### src/rtl/ipa_pkg.sv
package ipa_pkg;

    // Format codes on the command field
    localparam logic [1:0] CMD_UDEC = 2'd0;
    localparam logic [1:0] CMD_SDEC = 2'd1;
    localparam logic [1:0] CMD_HEX  = 2'd2;
    localparam logic [1:0] CMD_BIN  = 2'd3;

    localparam logic [7:0] CHAR_SPACE = 8'h20;
    localparam logic [7:0] CHAR_ZERO  = 8'h30;
    localparam logic [7:0] CHAR_MINUS = 8'h2D;
    localparam logic [7:0] CHAR_UPPER_A = 8'h41;

    localparam int unsigned DIGIT_DEPTH = 32;
    localparam int unsigned COUNT_BITS  = 6;
    localparam int unsigned VALUE_BITS  = 32;
    localparam int unsigned DEC_SHIFT   = 35;
    // floor(v / 10) == (v * DEC_RECIP) >> DEC_SHIFT for every 32-bit v
    localparam logic [31:0] DEC_RECIP   = 32'hCCCC_CCCD;
    localparam logic [3:0]  DEC_BASE    = 4'd10;

    typedef struct packed {
        logic load;
        logic mul;
        logic rem;
        logic shift;
        logic setup;
        logic emit;
    } t_dp_cmd;

    typedef struct packed {
        logic in_decimal;
        logic dec_done;
        logic shift_done;
        logic out_free;
        logic emit_last;
    } t_dp_status;

    function automatic logic [7:0] digit_char(input logic [3:0] d);
        logic [7:0] c;
        if (d < DEC_BASE) begin
            c = CHAR_ZERO + {4'd0, d};
        end else begin
            c = CHAR_UPPER_A + {4'd0, d - DEC_BASE};
        end
        return c;
    endfunction

endpackage

### src/rtl/ipa_ctrl.sv
module ipa_ctrl (
    input  logic                i_clk,
    input  logic                i_rst_n,
    input  logic                i_valid,
    output logic                o_stall,
    input  ipa_pkg::t_dp_status i_status,
    output ipa_pkg::t_dp_cmd    o_cmd
);

    typedef enum logic [2:0] {
        S_IDLE,
        S_MUL,
        S_REM,
        S_SHIFT,
        S_SETUP,
        S_EMIT
    } t_state;

    t_state r_state;
    t_state n_state;

    always_comb begin
        o_cmd   = '0;
        n_state = r_state;
        unique case (r_state)
            S_IDLE: begin
                if (i_valid) begin
                    o_cmd.load = 1'b1;
                    n_state    = i_status.in_decimal ? S_MUL : S_SHIFT;
                end
            end
            S_MUL: begin
                o_cmd.mul = 1'b1;
                n_state   = S_REM;
            end
            S_REM: begin
                o_cmd.rem = 1'b1;
                n_state   = i_status.dec_done ? S_SETUP : S_MUL;
            end
            S_SHIFT: begin
                o_cmd.shift = 1'b1;
                n_state     = i_status.shift_done ? S_SETUP : S_SHIFT;
            end
            S_SETUP: begin
                o_cmd.setup = 1'b1;
                n_state     = S_EMIT;
            end
            S_EMIT: begin
                // advance only when the output register can take a word
                if (i_status.out_free) begin
                    o_cmd.emit = 1'b1;
                    if (i_status.emit_last) begin
                        n_state = S_IDLE;
                    end
                end
            end
            default: n_state = S_IDLE;
        endcase
    end

    always_ff @(posedge i_clk) begin
        if (!i_rst_n) begin
            r_state <= S_IDLE;
        end else begin
            r_state <= n_state;
        end
    end

    assign o_stall = (r_state != S_IDLE);

endmodule

### src/rtl/ipa_datapath.sv
module ipa_datapath #(
    parameter int unsigned MAX_WIDTH = 32
) (
    input  logic                i_clk,
    input  logic                i_rst_n,
    input  logic [1:0]          i_command,
    input  logic                i_wide,
    input  logic [31:0]         i_value,
    input  logic [5:0]          i_width,
    input  logic                i_stall,
    output logic                o_valid,
    output logic [7:0]          o_char_code,
    output logic                o_last,
    input  ipa_pkg::t_dp_cmd    i_cmd,
    output ipa_pkg::t_dp_status o_status
);

    localparam int unsigned W_BITS = $clog2(MAX_WIDTH + 1);
    localparam int unsigned CW = (W_BITS > ipa_pkg::COUNT_BITS) ? W_BITS : ipa_pkg::COUNT_BITS;
    localparam int unsigned STACK_BITS = ipa_pkg::DIGIT_DEPTH * 4;

    logic [31:0]                     r_value;
    logic [31:0]                     r_quot;
    logic [STACK_BITS-1:0]           r_stack;
    logic [ipa_pkg::COUNT_BITS-1:0]  r_count;
    logic                            r_neg;
    logic                            r_hex;
    logic [7:0]                      r_pad_char;
    logic [CW-1:0]                   r_weff;
    logic [CW-1:0]                   r_pad;
    logic                            r_out_valid;
    logic [7:0]                      r_char;
    logic                            r_last;

    logic [31:0]  in_v;
    logic [15:0]  mag16;
    logic         in_neg;
    logic [31:0]  in_mag;
    logic [CW-1:0] in_w;
    logic [63:0]  prod;
    logic [31:0]  quot;
    logic [31:0]  rem32;
    logic [3:0]   dec_digit;
    logic [31:0]  shifted;
    logic [3:0]   shift_digit;
    logic [CW-1:0] need;
    logic         emit_last;
    logic         out_free;

    // operand select and sign handling at load
    always_comb begin
        in_v   = i_wide ? i_value : {16'd0, i_value[15:0]};
        mag16  = 16'(16'd0 - i_value[15:0]);
        in_neg = (i_command == ipa_pkg::CMD_SDEC) &&
                 (i_wide ? i_value[31] : i_value[15]);
        if (!in_neg) begin
            in_mag = in_v;
        end else if (i_wide) begin
            in_mag = 32'(32'd0 - i_value);
        end else begin
            in_mag = {16'd0, mag16};
        end
        if (i_width == 6'd0) begin
            in_w = CW'(1);
        end else if (CW'(i_width) > CW'(MAX_WIDTH)) begin
            in_w = CW'(MAX_WIDTH);
        end else begin
            in_w = CW'(i_width);
        end
    end

    always_comb begin
        prod      = 64'(r_value) * 64'(ipa_pkg::DEC_RECIP);
        quot      = 32'(prod[63:ipa_pkg::DEC_SHIFT]);
        rem32     = r_value - ((r_quot << 3) + (r_quot << 1));
        dec_digit = rem32[3:0];
        if (r_hex) begin
            shifted     = r_value >> 4;
            shift_digit = r_value[3:0];
        end else begin
            shifted     = r_value >> 1;
            shift_digit = {3'd0, r_value[0]};
        end
        need      = CW'(r_count) + CW'(r_neg);
        emit_last = (r_pad == '0) && !r_neg &&
                    (r_count == ipa_pkg::COUNT_BITS'(1));
        out_free  = !r_out_valid || !i_stall;
    end

    always_ff @(posedge i_clk) begin
        if (i_cmd.load) begin
            r_value    <= in_mag;
            r_neg      <= in_neg;
            r_hex      <= (i_command == ipa_pkg::CMD_HEX);
            r_pad_char <= i_command[1] ? ipa_pkg::CHAR_ZERO : ipa_pkg::CHAR_SPACE;
            r_weff     <= in_w;
            r_count    <= '0;
            r_pad      <= '0;
        end
        if (i_cmd.mul) begin
            r_quot <= quot;
        end
        if (i_cmd.rem) begin
            r_stack <= {r_stack[STACK_BITS-5:0], dec_digit};
            r_value <= r_quot;
            r_count <= r_count + 1'b1;
        end
        if (i_cmd.shift) begin
            r_stack <= {r_stack[STACK_BITS-5:0], shift_digit};
            r_value <= shifted;
            r_count <= r_count + 1'b1;
        end
        if (i_cmd.setup) begin
            r_pad <= (r_weff > need) ? CW'(r_weff - need) : '0;
        end
        if (i_cmd.emit) begin
            r_last <= emit_last;
            if (r_pad != '0) begin
                r_char <= r_pad_char;
                r_pad  <= r_pad - 1'b1;
            end else if (r_neg) begin
                r_char <= ipa_pkg::CHAR_MINUS;
                r_neg  <= 1'b0;
            end else begin
                // pop the most significant digit left on the stack
                r_char  <= ipa_pkg::digit_char(r_stack[3:0]);
                r_stack <= {4'd0, r_stack[STACK_BITS-1:4]};
                r_count <= r_count - 1'b1;
            end
        end
    end

    always_ff @(posedge i_clk) begin
        if (!i_rst_n) begin
            r_out_valid <= 1'b0;
        end else if (i_cmd.emit) begin
            r_out_valid <= 1'b1;
        end else if (!i_stall) begin
            r_out_valid <= 1'b0;
        end
    end

    assign o_status.in_decimal = !i_command[1];
    assign o_status.dec_done   = (r_quot == '0);
    assign o_status.shift_done = (shifted == '0);
    assign o_status.out_free   = out_free;
    assign o_status.emit_last  = emit_last;

    assign o_valid     = r_out_valid;
    assign o_char_code = r_char;
    assign o_last      = r_last;

    a_count_bound: assert property (@(posedge i_clk) disable iff (!i_rst_n)
        (i_cmd.rem || i_cmd.shift) |->
            (r_count < ipa_pkg::COUNT_BITS'(ipa_pkg::DIGIT_DEPTH)))
        else $error("digit stack overfilled");

    a_dec_digit: assert property (@(posedge i_clk) disable iff (!i_rst_n)
        i_cmd.rem |-> (dec_digit < ipa_pkg::DEC_BASE))
        else $error("decimal remainder out of range");

    a_last_empties: assert property (@(posedge i_clk) disable iff (!i_rst_n)
        (i_cmd.emit && emit_last) |=> (r_count == '0) && o_last && o_valid)
        else $error("final character left digits behind");

    a_emit_needs_room: assert property (@(posedge i_clk) disable iff (!i_rst_n)
        i_cmd.emit |-> out_free)
        else $error("character emitted over a waiting word");

endmodule

### src/rtl/integer_to_padded_ascii_unit.sv
// Sequence: load, then MUL (reciprocal multiplier) and REM steps per decimal
// digit or a shift step per hex/binary digit, then a setup step, then one
// character per cycle through the output register while the sink takes
// them. One number at a time; the next is taken once its final character
// is in the output register. Reset: synchronous, active low, returns the
// sequencer to idle and empties the output register.
module integer_to_padded_ascii_unit #(
    parameter int unsigned MAX_WIDTH = 32
) (
    input  logic        i_clk,
    input  logic        i_rst_n,
    input  logic        i_valid,
    output logic        o_stall,
    input  logic [1:0]  i_command,
    input  logic        i_wide,
    input  logic [31:0] i_value,
    input  logic [5:0]  i_width,
    output logic        o_valid,
    input  logic        i_stall,
    output logic [7:0]  o_char_code,
    output logic        o_last
);

    ipa_pkg::t_dp_cmd    cmd;
    ipa_pkg::t_dp_status status;

    ipa_ctrl u_ctrl (
        .i_clk    (i_clk),
        .i_rst_n  (i_rst_n),
        .i_valid  (i_valid),
        .o_stall  (o_stall),
        .i_status (status),
        .o_cmd    (cmd)
    );

    ipa_datapath #(
        .MAX_WIDTH (MAX_WIDTH)
    ) u_datapath (
        .i_clk       (i_clk),
        .i_rst_n     (i_rst_n),
        .i_command   (i_command),
        .i_wide      (i_wide),
        .i_value     (i_value),
        .i_width     (i_width),
        .i_stall     (i_stall),
        .o_valid     (o_valid),
        .o_char_code (o_char_code),
        .o_last      (o_last),
        .i_cmd       (cmd),
        .o_status    (status)
    );

endmodule
### config.mk
export PLATFORM = sky130hd
export DESIGN_NAME = integer_to_padded_ascii_unit
export DESIGN_NICKNAME = d
export VERILOG_FILES = /design/src/rtl/ipa_pkg.sv /design/src/rtl/ipa_ctrl.sv /design/src/rtl/ipa_datapath.sv /design/src/rtl/integer_to_padded_ascii_unit.sv
export SDC_FILE = /design/constraint.sdc
export NUM_CORES = 2
export LEC_CHECK = 0
export BUFFER_PORTS_ARGS = -buffer_cell sky130_fd_sc_hd__buf_2
export CORE_UTILIZATION = 60
export DETAILED_ROUTE_END_ITERATION = 12
export PLACE_DENSITY = 0.77
export SLEW_MARGIN = 20
export SYNTH_ARGS = -nofsm -noshare
export SYNTH_HDL_FRONTEND = slang
export SYNTH_SLANG_ARGS = --single-unit
### constraint.sdc
create_clock -name i_clk -period 15 [get_ports i_clk]
set_clock_uncertainty 0.15 [all_clocks]
set_input_delay 1.5 -clock i_clk [delete_from_list [all_inputs] [get_ports i_clk]]
set_output_delay 1.5 -clock i_clk [all_outputs]
set_load 0.005 [all_outputs]
# ---- Word level (Yosys, flattened, before mapping)
# Index checks and enable logic that the tools add are counted.
dict set report word_totals {
  register_bits 230
  ramBits 0
  mem_bits_ro 0
  mem_count 0
  in_bits 45
  latchBits 0
  wordCells 110
}
dict set report classes {
  bitwise_logic 0
  shifts 0
  addsub 12
  eq_ne 12
  n_mux 51
  div_mod_pow 0
  n_lt_le_gt_ge 3
  multipliers 1
  n_reduce_logical 17
}
# operator count
set ops {}
lappend ops {{two-way mux 128 bit} 5}
lappend ops {{two-way mux 32 bit} 6}
lappend ops {{two-way mux 6 bit} 12}
lappend ops {{logical NOT 32 bit} 2}
lappend ops {{multiplier 32 x 32 -> 64 bit (second input constant)} 1}
lappend ops {{subtractor 1 x 32 -> 32 bit (first input constant)} 1}
lappend ops {{two-way mux 31 bit} 1}
lappend ops {{two-way mux 8 bit} 3}
lappend ops {{case mux 3 bit (6 select lines)} 1}
lappend ops {{subtractor 1 x 16 -> 16 bit (first input constant)} 1}
lappend ops {{two-way mux 1 bit} 15}
lappend ops {{two-way mux 3 bit} 5}
lappend ops {{logical NOT 6 bit} 2}
lappend ops {{subtractor 6 x 1 -> 6 bit (second input constant)} 2}
lappend ops {{adder 7 x 4 -> 8 bit (first input constant)} 1}
lappend ops {{adder 6 x 4 -> 7 bit (first input constant)} 1}
lappend ops {{adder 6 x 1 -> 6 bit} 1}
lappend ops {{adder 6 x 1 -> 6 bit (second input constant)} 1}
lappend ops {{== test 3 x 2 -> 1 bit (second input constant)} 2}
lappend ops {{== test 3 bit (second input constant)} 2}
lappend ops {{== test 6 x 1 -> 1 bit (second input constant)} 1}
lappend ops {{> comparator 6 bit} 1}
lappend ops {{> comparator 6 bit (second input constant)} 1}
lappend ops {{!= test 2 x 1 -> 1 bit (second input constant)} 3}
lappend ops {{other kinds (20)} 25}

# ---- Depth between registers and ports, before layout
dict set report logic_depth {
  word_depth 8
  depth_mapped 25
}

# ---- By module
# Synthesis repeated with hierarchy kept, for this count alone.
dict set report unflattened {
  cells_unflattened 2967
  area_unflattened_um2 27518.9
}
# mod area_each_um2 cells_each seq_area_each_um2 n_inst
set by_module_without_submodules {}
lappend by_module_without_submodules {ipa_datapath 27247.4 2938 5154.9 1}
lappend by_module_without_submodules {ipa_ctrl 271.5 29 60.1 1}

# ---- Worst setup path before layout
# No wires, ideal clock.
dict set report synth_path {
  path_type {reg-to-reg}
  start {register u_datapath.r_value[18]}
  end {register u_datapath.r_quot[25], data pin}
  slack_ns 8.082
  required_ns 14.586
  setup_time_ns 0.264
  path_stages_with_launch 25
  path_buffers 0
  synth_period_minus_slack_ns 6.918
  arrival_ns 6.504
  path_cell_list {edfxtp_1 ha_1 inv_1 fa_1 inv_1 fa_1 inv_1 fa_1 inv_1 fa_1 fa_1 fa_1 inv_1 fa_1 inv_1 ha_1 nand4_1 nor3_1 nand2_1 a2111oi_4 a221oi_2 a21oi_2 a41oi_2 nor2b_4 xnor2_2}
}
dict set report synth_between {
  elab_chain_cells 1
}
# element line
set synth_lines {}
lappend synth_lines {{from (decl)} ipa_datapath.sv:22} ;# logic [31:0] r_value;
lappend synth_lines {{from (signal assigned)} ipa_datapath.sv:92} ;# r_value <= in_mag;
lappend synth_lines {{from (signal assigned)} ipa_datapath.sv:105} ;# r_value <= r_quot;
lappend synth_lines {{from (signal assigned)} ipa_datapath.sv:110} ;# r_value <= shifted;
lappend synth_lines {{multiplier 32 x 32 -> 64 bit} ipa_datapath.sv:73} ;# prod = 64'(r_value) * 64'(ipa_pkg::DEC_RECIP);
lappend synth_lines {{via u_datapath.prod[60]} ipa_datapath.sv:40} ;# logic [63:0] prod;
lappend synth_lines {{to (signal assigned)} ipa_datapath.sv:101} ;# r_quot <= quot;
lappend synth_lines {{to (decl)} ipa_datapath.sv:23} ;# logic [31:0] r_quot;
# The timed path passes the listed nets, and every way through them passes these cells.
# A chain may end at the register's enable or synchronous reset.

# ---- Worst setup path after layout
dict set report layout_path {
  start {register u_datapath.r_value[16]}
  end {register u_datapath.r_quot[22], data pin}
}
# The elaborated chain is that of the path after synthesis.

==> impl_metrics.json <==
{
  "ys_async_sr_fraction": 0,
  "reg2regPathDepth": 23,
  "path_max_fanout": 9,
  "r2r-end": "u_datapath.r_quot[22]",
  "critical_path_class": "flip-flop to flip-flop",
  "finalSetupTns_ns": 0,
  "clockBufferDepth": 3,
  "clk_pin_slew_ns": 0.07,
  "core_area_um2": 45280,
  "die_x_um": 216.1,
  "yosysTopAreaCell": "fa_1",
  "cap_violations": 0,
  "synth_edf_count": 77,
  "portBuffers": 54,
  "r2r_slack_ns": 6.56,
  "period_share": 0.5624,
  "grt_start_max_net_pins": 125,
  "synth_fp_nets": 3778,
  "grtUsageTotal": 0.3475,
  "synth_top_family_by_area": "adder cells",
  "synthXorXnorAreaFrac": 0.03912,
  "root_buffer": "clkbuf_16",
  "yosys.area_share.simple": 0.1139,
  "hold_violations": 0,
  "final_antenna_net_count": 0,
  "reg2reg_from": "u_datapath.r_value[16]",
  "drtIter0Drc": 1904,
  "cp.required_ns": 15.13,
  "holdWs_ns": 0.3114,
  "crit_arrival_ns": 8.56,
  "synth_seq_cells": 222,
  "ios": 56,
  "yosysWarnings": 0,
  "gp_congestion": 1.082,
  "vias_per_cell": 5.927,
  "post-route-util": 0.6412,
  "cts_tree": "yes",
  "syn_avg_cell_area_um2": 9.231,
  "finalSetupViolCount": 0,
  "rsz0062_at_grt": "no",
  "fmax_mhz": 118.5,
  "fp.dieH_um": 216.1,
  "synthAdderAreaFrac": 0.4481,
  "hp-class": "flip-flop to flip-flop",
  "htreeDepth": 1,
  "ctsResizeCount": 0,
  "synth_area_leaders": "fa_1 28%, ha_1 17%, dfxtp_1 11%",
  "cts_hold_buf": 0,
  "num_rows": 78,
  "preCtsSetupSlack_ns": 6.770,
  "synthCells": 2980,
  "tightest_slew_ns": 1.071,
  "yosys_most_used_dff": "dfxtp_1",
  "dr_total_vias": 21231,
  "drive_gt1_frac": 0.04397,
  "cts_made_buffers": 22,
  "violations": "DRC",
  "antenna_found_initial": 5,
  "fin_nets": 3761,
  "dp_hpwl_um": 65740,
  "postCtsSetupBuffers": 0,
  "synthMuxAreaShare": 0.009870,
  "yosysTopAreaCellShare": 0.2816,
  "syn2layout_area_growth_pct": 5.554,
  "synth-compound-area-share": 0.1070,
  "routedWlPerCell_um": 21.99,
  "hold_path_end": "u_datapath.r_stack[125]",
  "worst_slew_margin_rel": 0.2859,
  "wl_um": 78770,
  "seq_area_frac_synth": 0.1896,
  "clk_latency_ns": 0.53,
  "gr-total-overflow": 0,
  "start_util": 0.6075,
  "worstSetupEndpointType": "flip-flop",
  "design.die.area_um2": 46710,
  "drc": 2,
  "post-route-min-period_ns": 8.437,
  "startpoint_type": "flip-flop",
  "slew_violations": 0,
  "yosysUniqueCellTypes": 79,
  "grt_pass1_wl_um": 124500,
  "firstDrtPassIters": 10,
  "worstHoldStart": "u_datapath.r_stack[125]",
  "hold_depth": 2,
  "netlist_area_um2": 27510,
  "status": "finished, violations left",
  "clock_sinks": 222,
  "setup_slack_ns": 6.563,
  "grt_pass1_vias": 22343
}
routing by layer:
layer,GRT usage,wire length (µm),up-vias
li1,-,-,9659
met1,0.4528,31570,10489
met2,0.5784,37520,865
met3,0.03761,5241,214
met4,0.1714,4401,4
met5,0,27,-
sequential cells by signal (all words and copies together) (netlist names), 3 cells and up:
register                flops
u_ctrl.r_state              3
u_datapath.o_char_code      7
u_datapath.r_count          6
u_datapath.r_pad            6
u_datapath.r_quot          29
u_datapath.r_stack        128
u_datapath.r_value         32
u_datapath.r_weff           6
critical path, cell delays in order, from the launching register on:
cell and delay [ns]:
edfxtp_1 0.63, ha_1 0.57, ha_1 0.33, fa_1 0.54, inv_1 0.06, fa_1 0.63, inv_1 0.08, fa_1 0.50
inv_1 0.05, fa_1 0.53, inv_1 0.05, fa_1 0.47, inv_1 0.06, fa_1 0.48, inv_1 0.04, ha_1 0.36
nand2_1 0.19, nor4_1 0.31, o21ai_0 0.13, o211ai_1 0.38, a31oi_1 0.26, o22ai_1 0.69, a221oi_4 0.16, o311ai_0 0.49
cell families after synthesis:
group,after synthesis
XOR/XNOR,122
other,1
buffers and inverters,674
adder cells (fa/ha/maj),753
flip-flops,222
multiplexers,27
AO/OA/AOI/OAI,466
AND/OR/NAND/NOR,715
placed cells by master (no fill, tap or decap), types with 5 or more instances in the layout:
cell,netlist,final
nand3_1,28,28
a21o_1,39,39
a211oi_1,7,7
nand2b_1,11,10
o21ai_0,88,88
nor4_1,22,22
buf_4,1,12
nand4_1,21,21
clkbuf_16,0,23
a21oi_1,96,96
o21a_1,7,7
and2_1,12,12
nor2b_1,14,13
xor2_1,65,65
nand3b_1,5,5
edfxtp_1,77,77
dfxtp_1,145,144
xnor2_1,56,56
fa_1,387,387
buf_2,4,54
o31ai_1,8,8
and3_1,5,5
o211ai_1,30,30
nor3_1,20,20
inv_1,566,566
a31oi_1,132,132
nor2_1,191,191
ha_1,366,366
mux2i_1,26,26
o21ai_1,5,5
o22ai_1,16,16
nand2_1,359,358
worst max path at each step:
| stage | from | to | slack (ns) | cells past startpoint |
|---|---|---|---|---|
| final | u_datapath.r_value[16] | u_datapath.r_quot[22] | 6.56 | 23 |
| after global routing | u_datapath.r_value[16] | u_datapath.r_quot[22] | 6.39 | 23 |
| after CTS | u_datapath.r_value[16] | u_datapath.r_quot[22] | 6.71 | 23 |
| after detailed placement | u_datapath.r_value[16] | u_datapath.r_quot[22] | 6.77 | 23 |
| after global placement | u_datapath.r_value[16] | u_datapath.r_quot[22] | 6.84 | 23 |
| after floorplan | u_datapath.r_value[18] | u_datapath.r_quot[25] | 8.08 | 24 |
Yosys cell counts, types with 3 or more instances:
library cell  instances
buf_2                 4
o21ai_0              88
ha_1                366
and2_1               12
inv_1               566
nor4_1               22
nand2_1             359
xnor2_1              56
o221ai_1              3
nor2b_1              14
nor2_1              191
o21a_1                7
mux2i_1              26
xor2_1               65
a211oi_1              7
nand4_1              21
a21o_1               39
a211o_1               3
nand2b_1             11
o22ai_1              16
nand3_1              28
a31oi_1             132
a21oi_1              96
o211ai_1             30
dfxtp_1             145
edfxtp_1             77
o31ai_1               8
nor3_1               20
nor3b_1               4
and3_1                5
nand3b_1              5
or3_1                 4
buf_1                 8
a221oi_1              4
clkbuf_1             95
o21ai_1               5
fa_1                387
area by class of cell:
cell class | instances | area (µm²)
multi-input cells | 2084 | 19780
inverters | 566 | 2125
repair buffers | 67 | 371.6
flip-flops and latches | 222 | 5216
well taps | 600 | 750.7
diodes | 3 | 7.507
clock buffers | 24 | 579.3
clock inverters | 16 | 203.9
fillers | 3772 | 16250
through the flow:
| step | instances | cell area, µm² |
|---|---|---|
| 2_1_floorplan | 2980 | 27510 |
| 3_3_place_gp | 3539 | 28240 |
| 3_5_place_dp | 3539 | 28240 |
| 4_1_cts | 3579 | 29030 |
| 5_1_grt | 3581 | 29030 |
| 6_report | 3582 | 29040 |
Power is left out: the tool's default activity adds up to more than one toggle a clock period on the data nets, which glitch-free logic cannot reach.
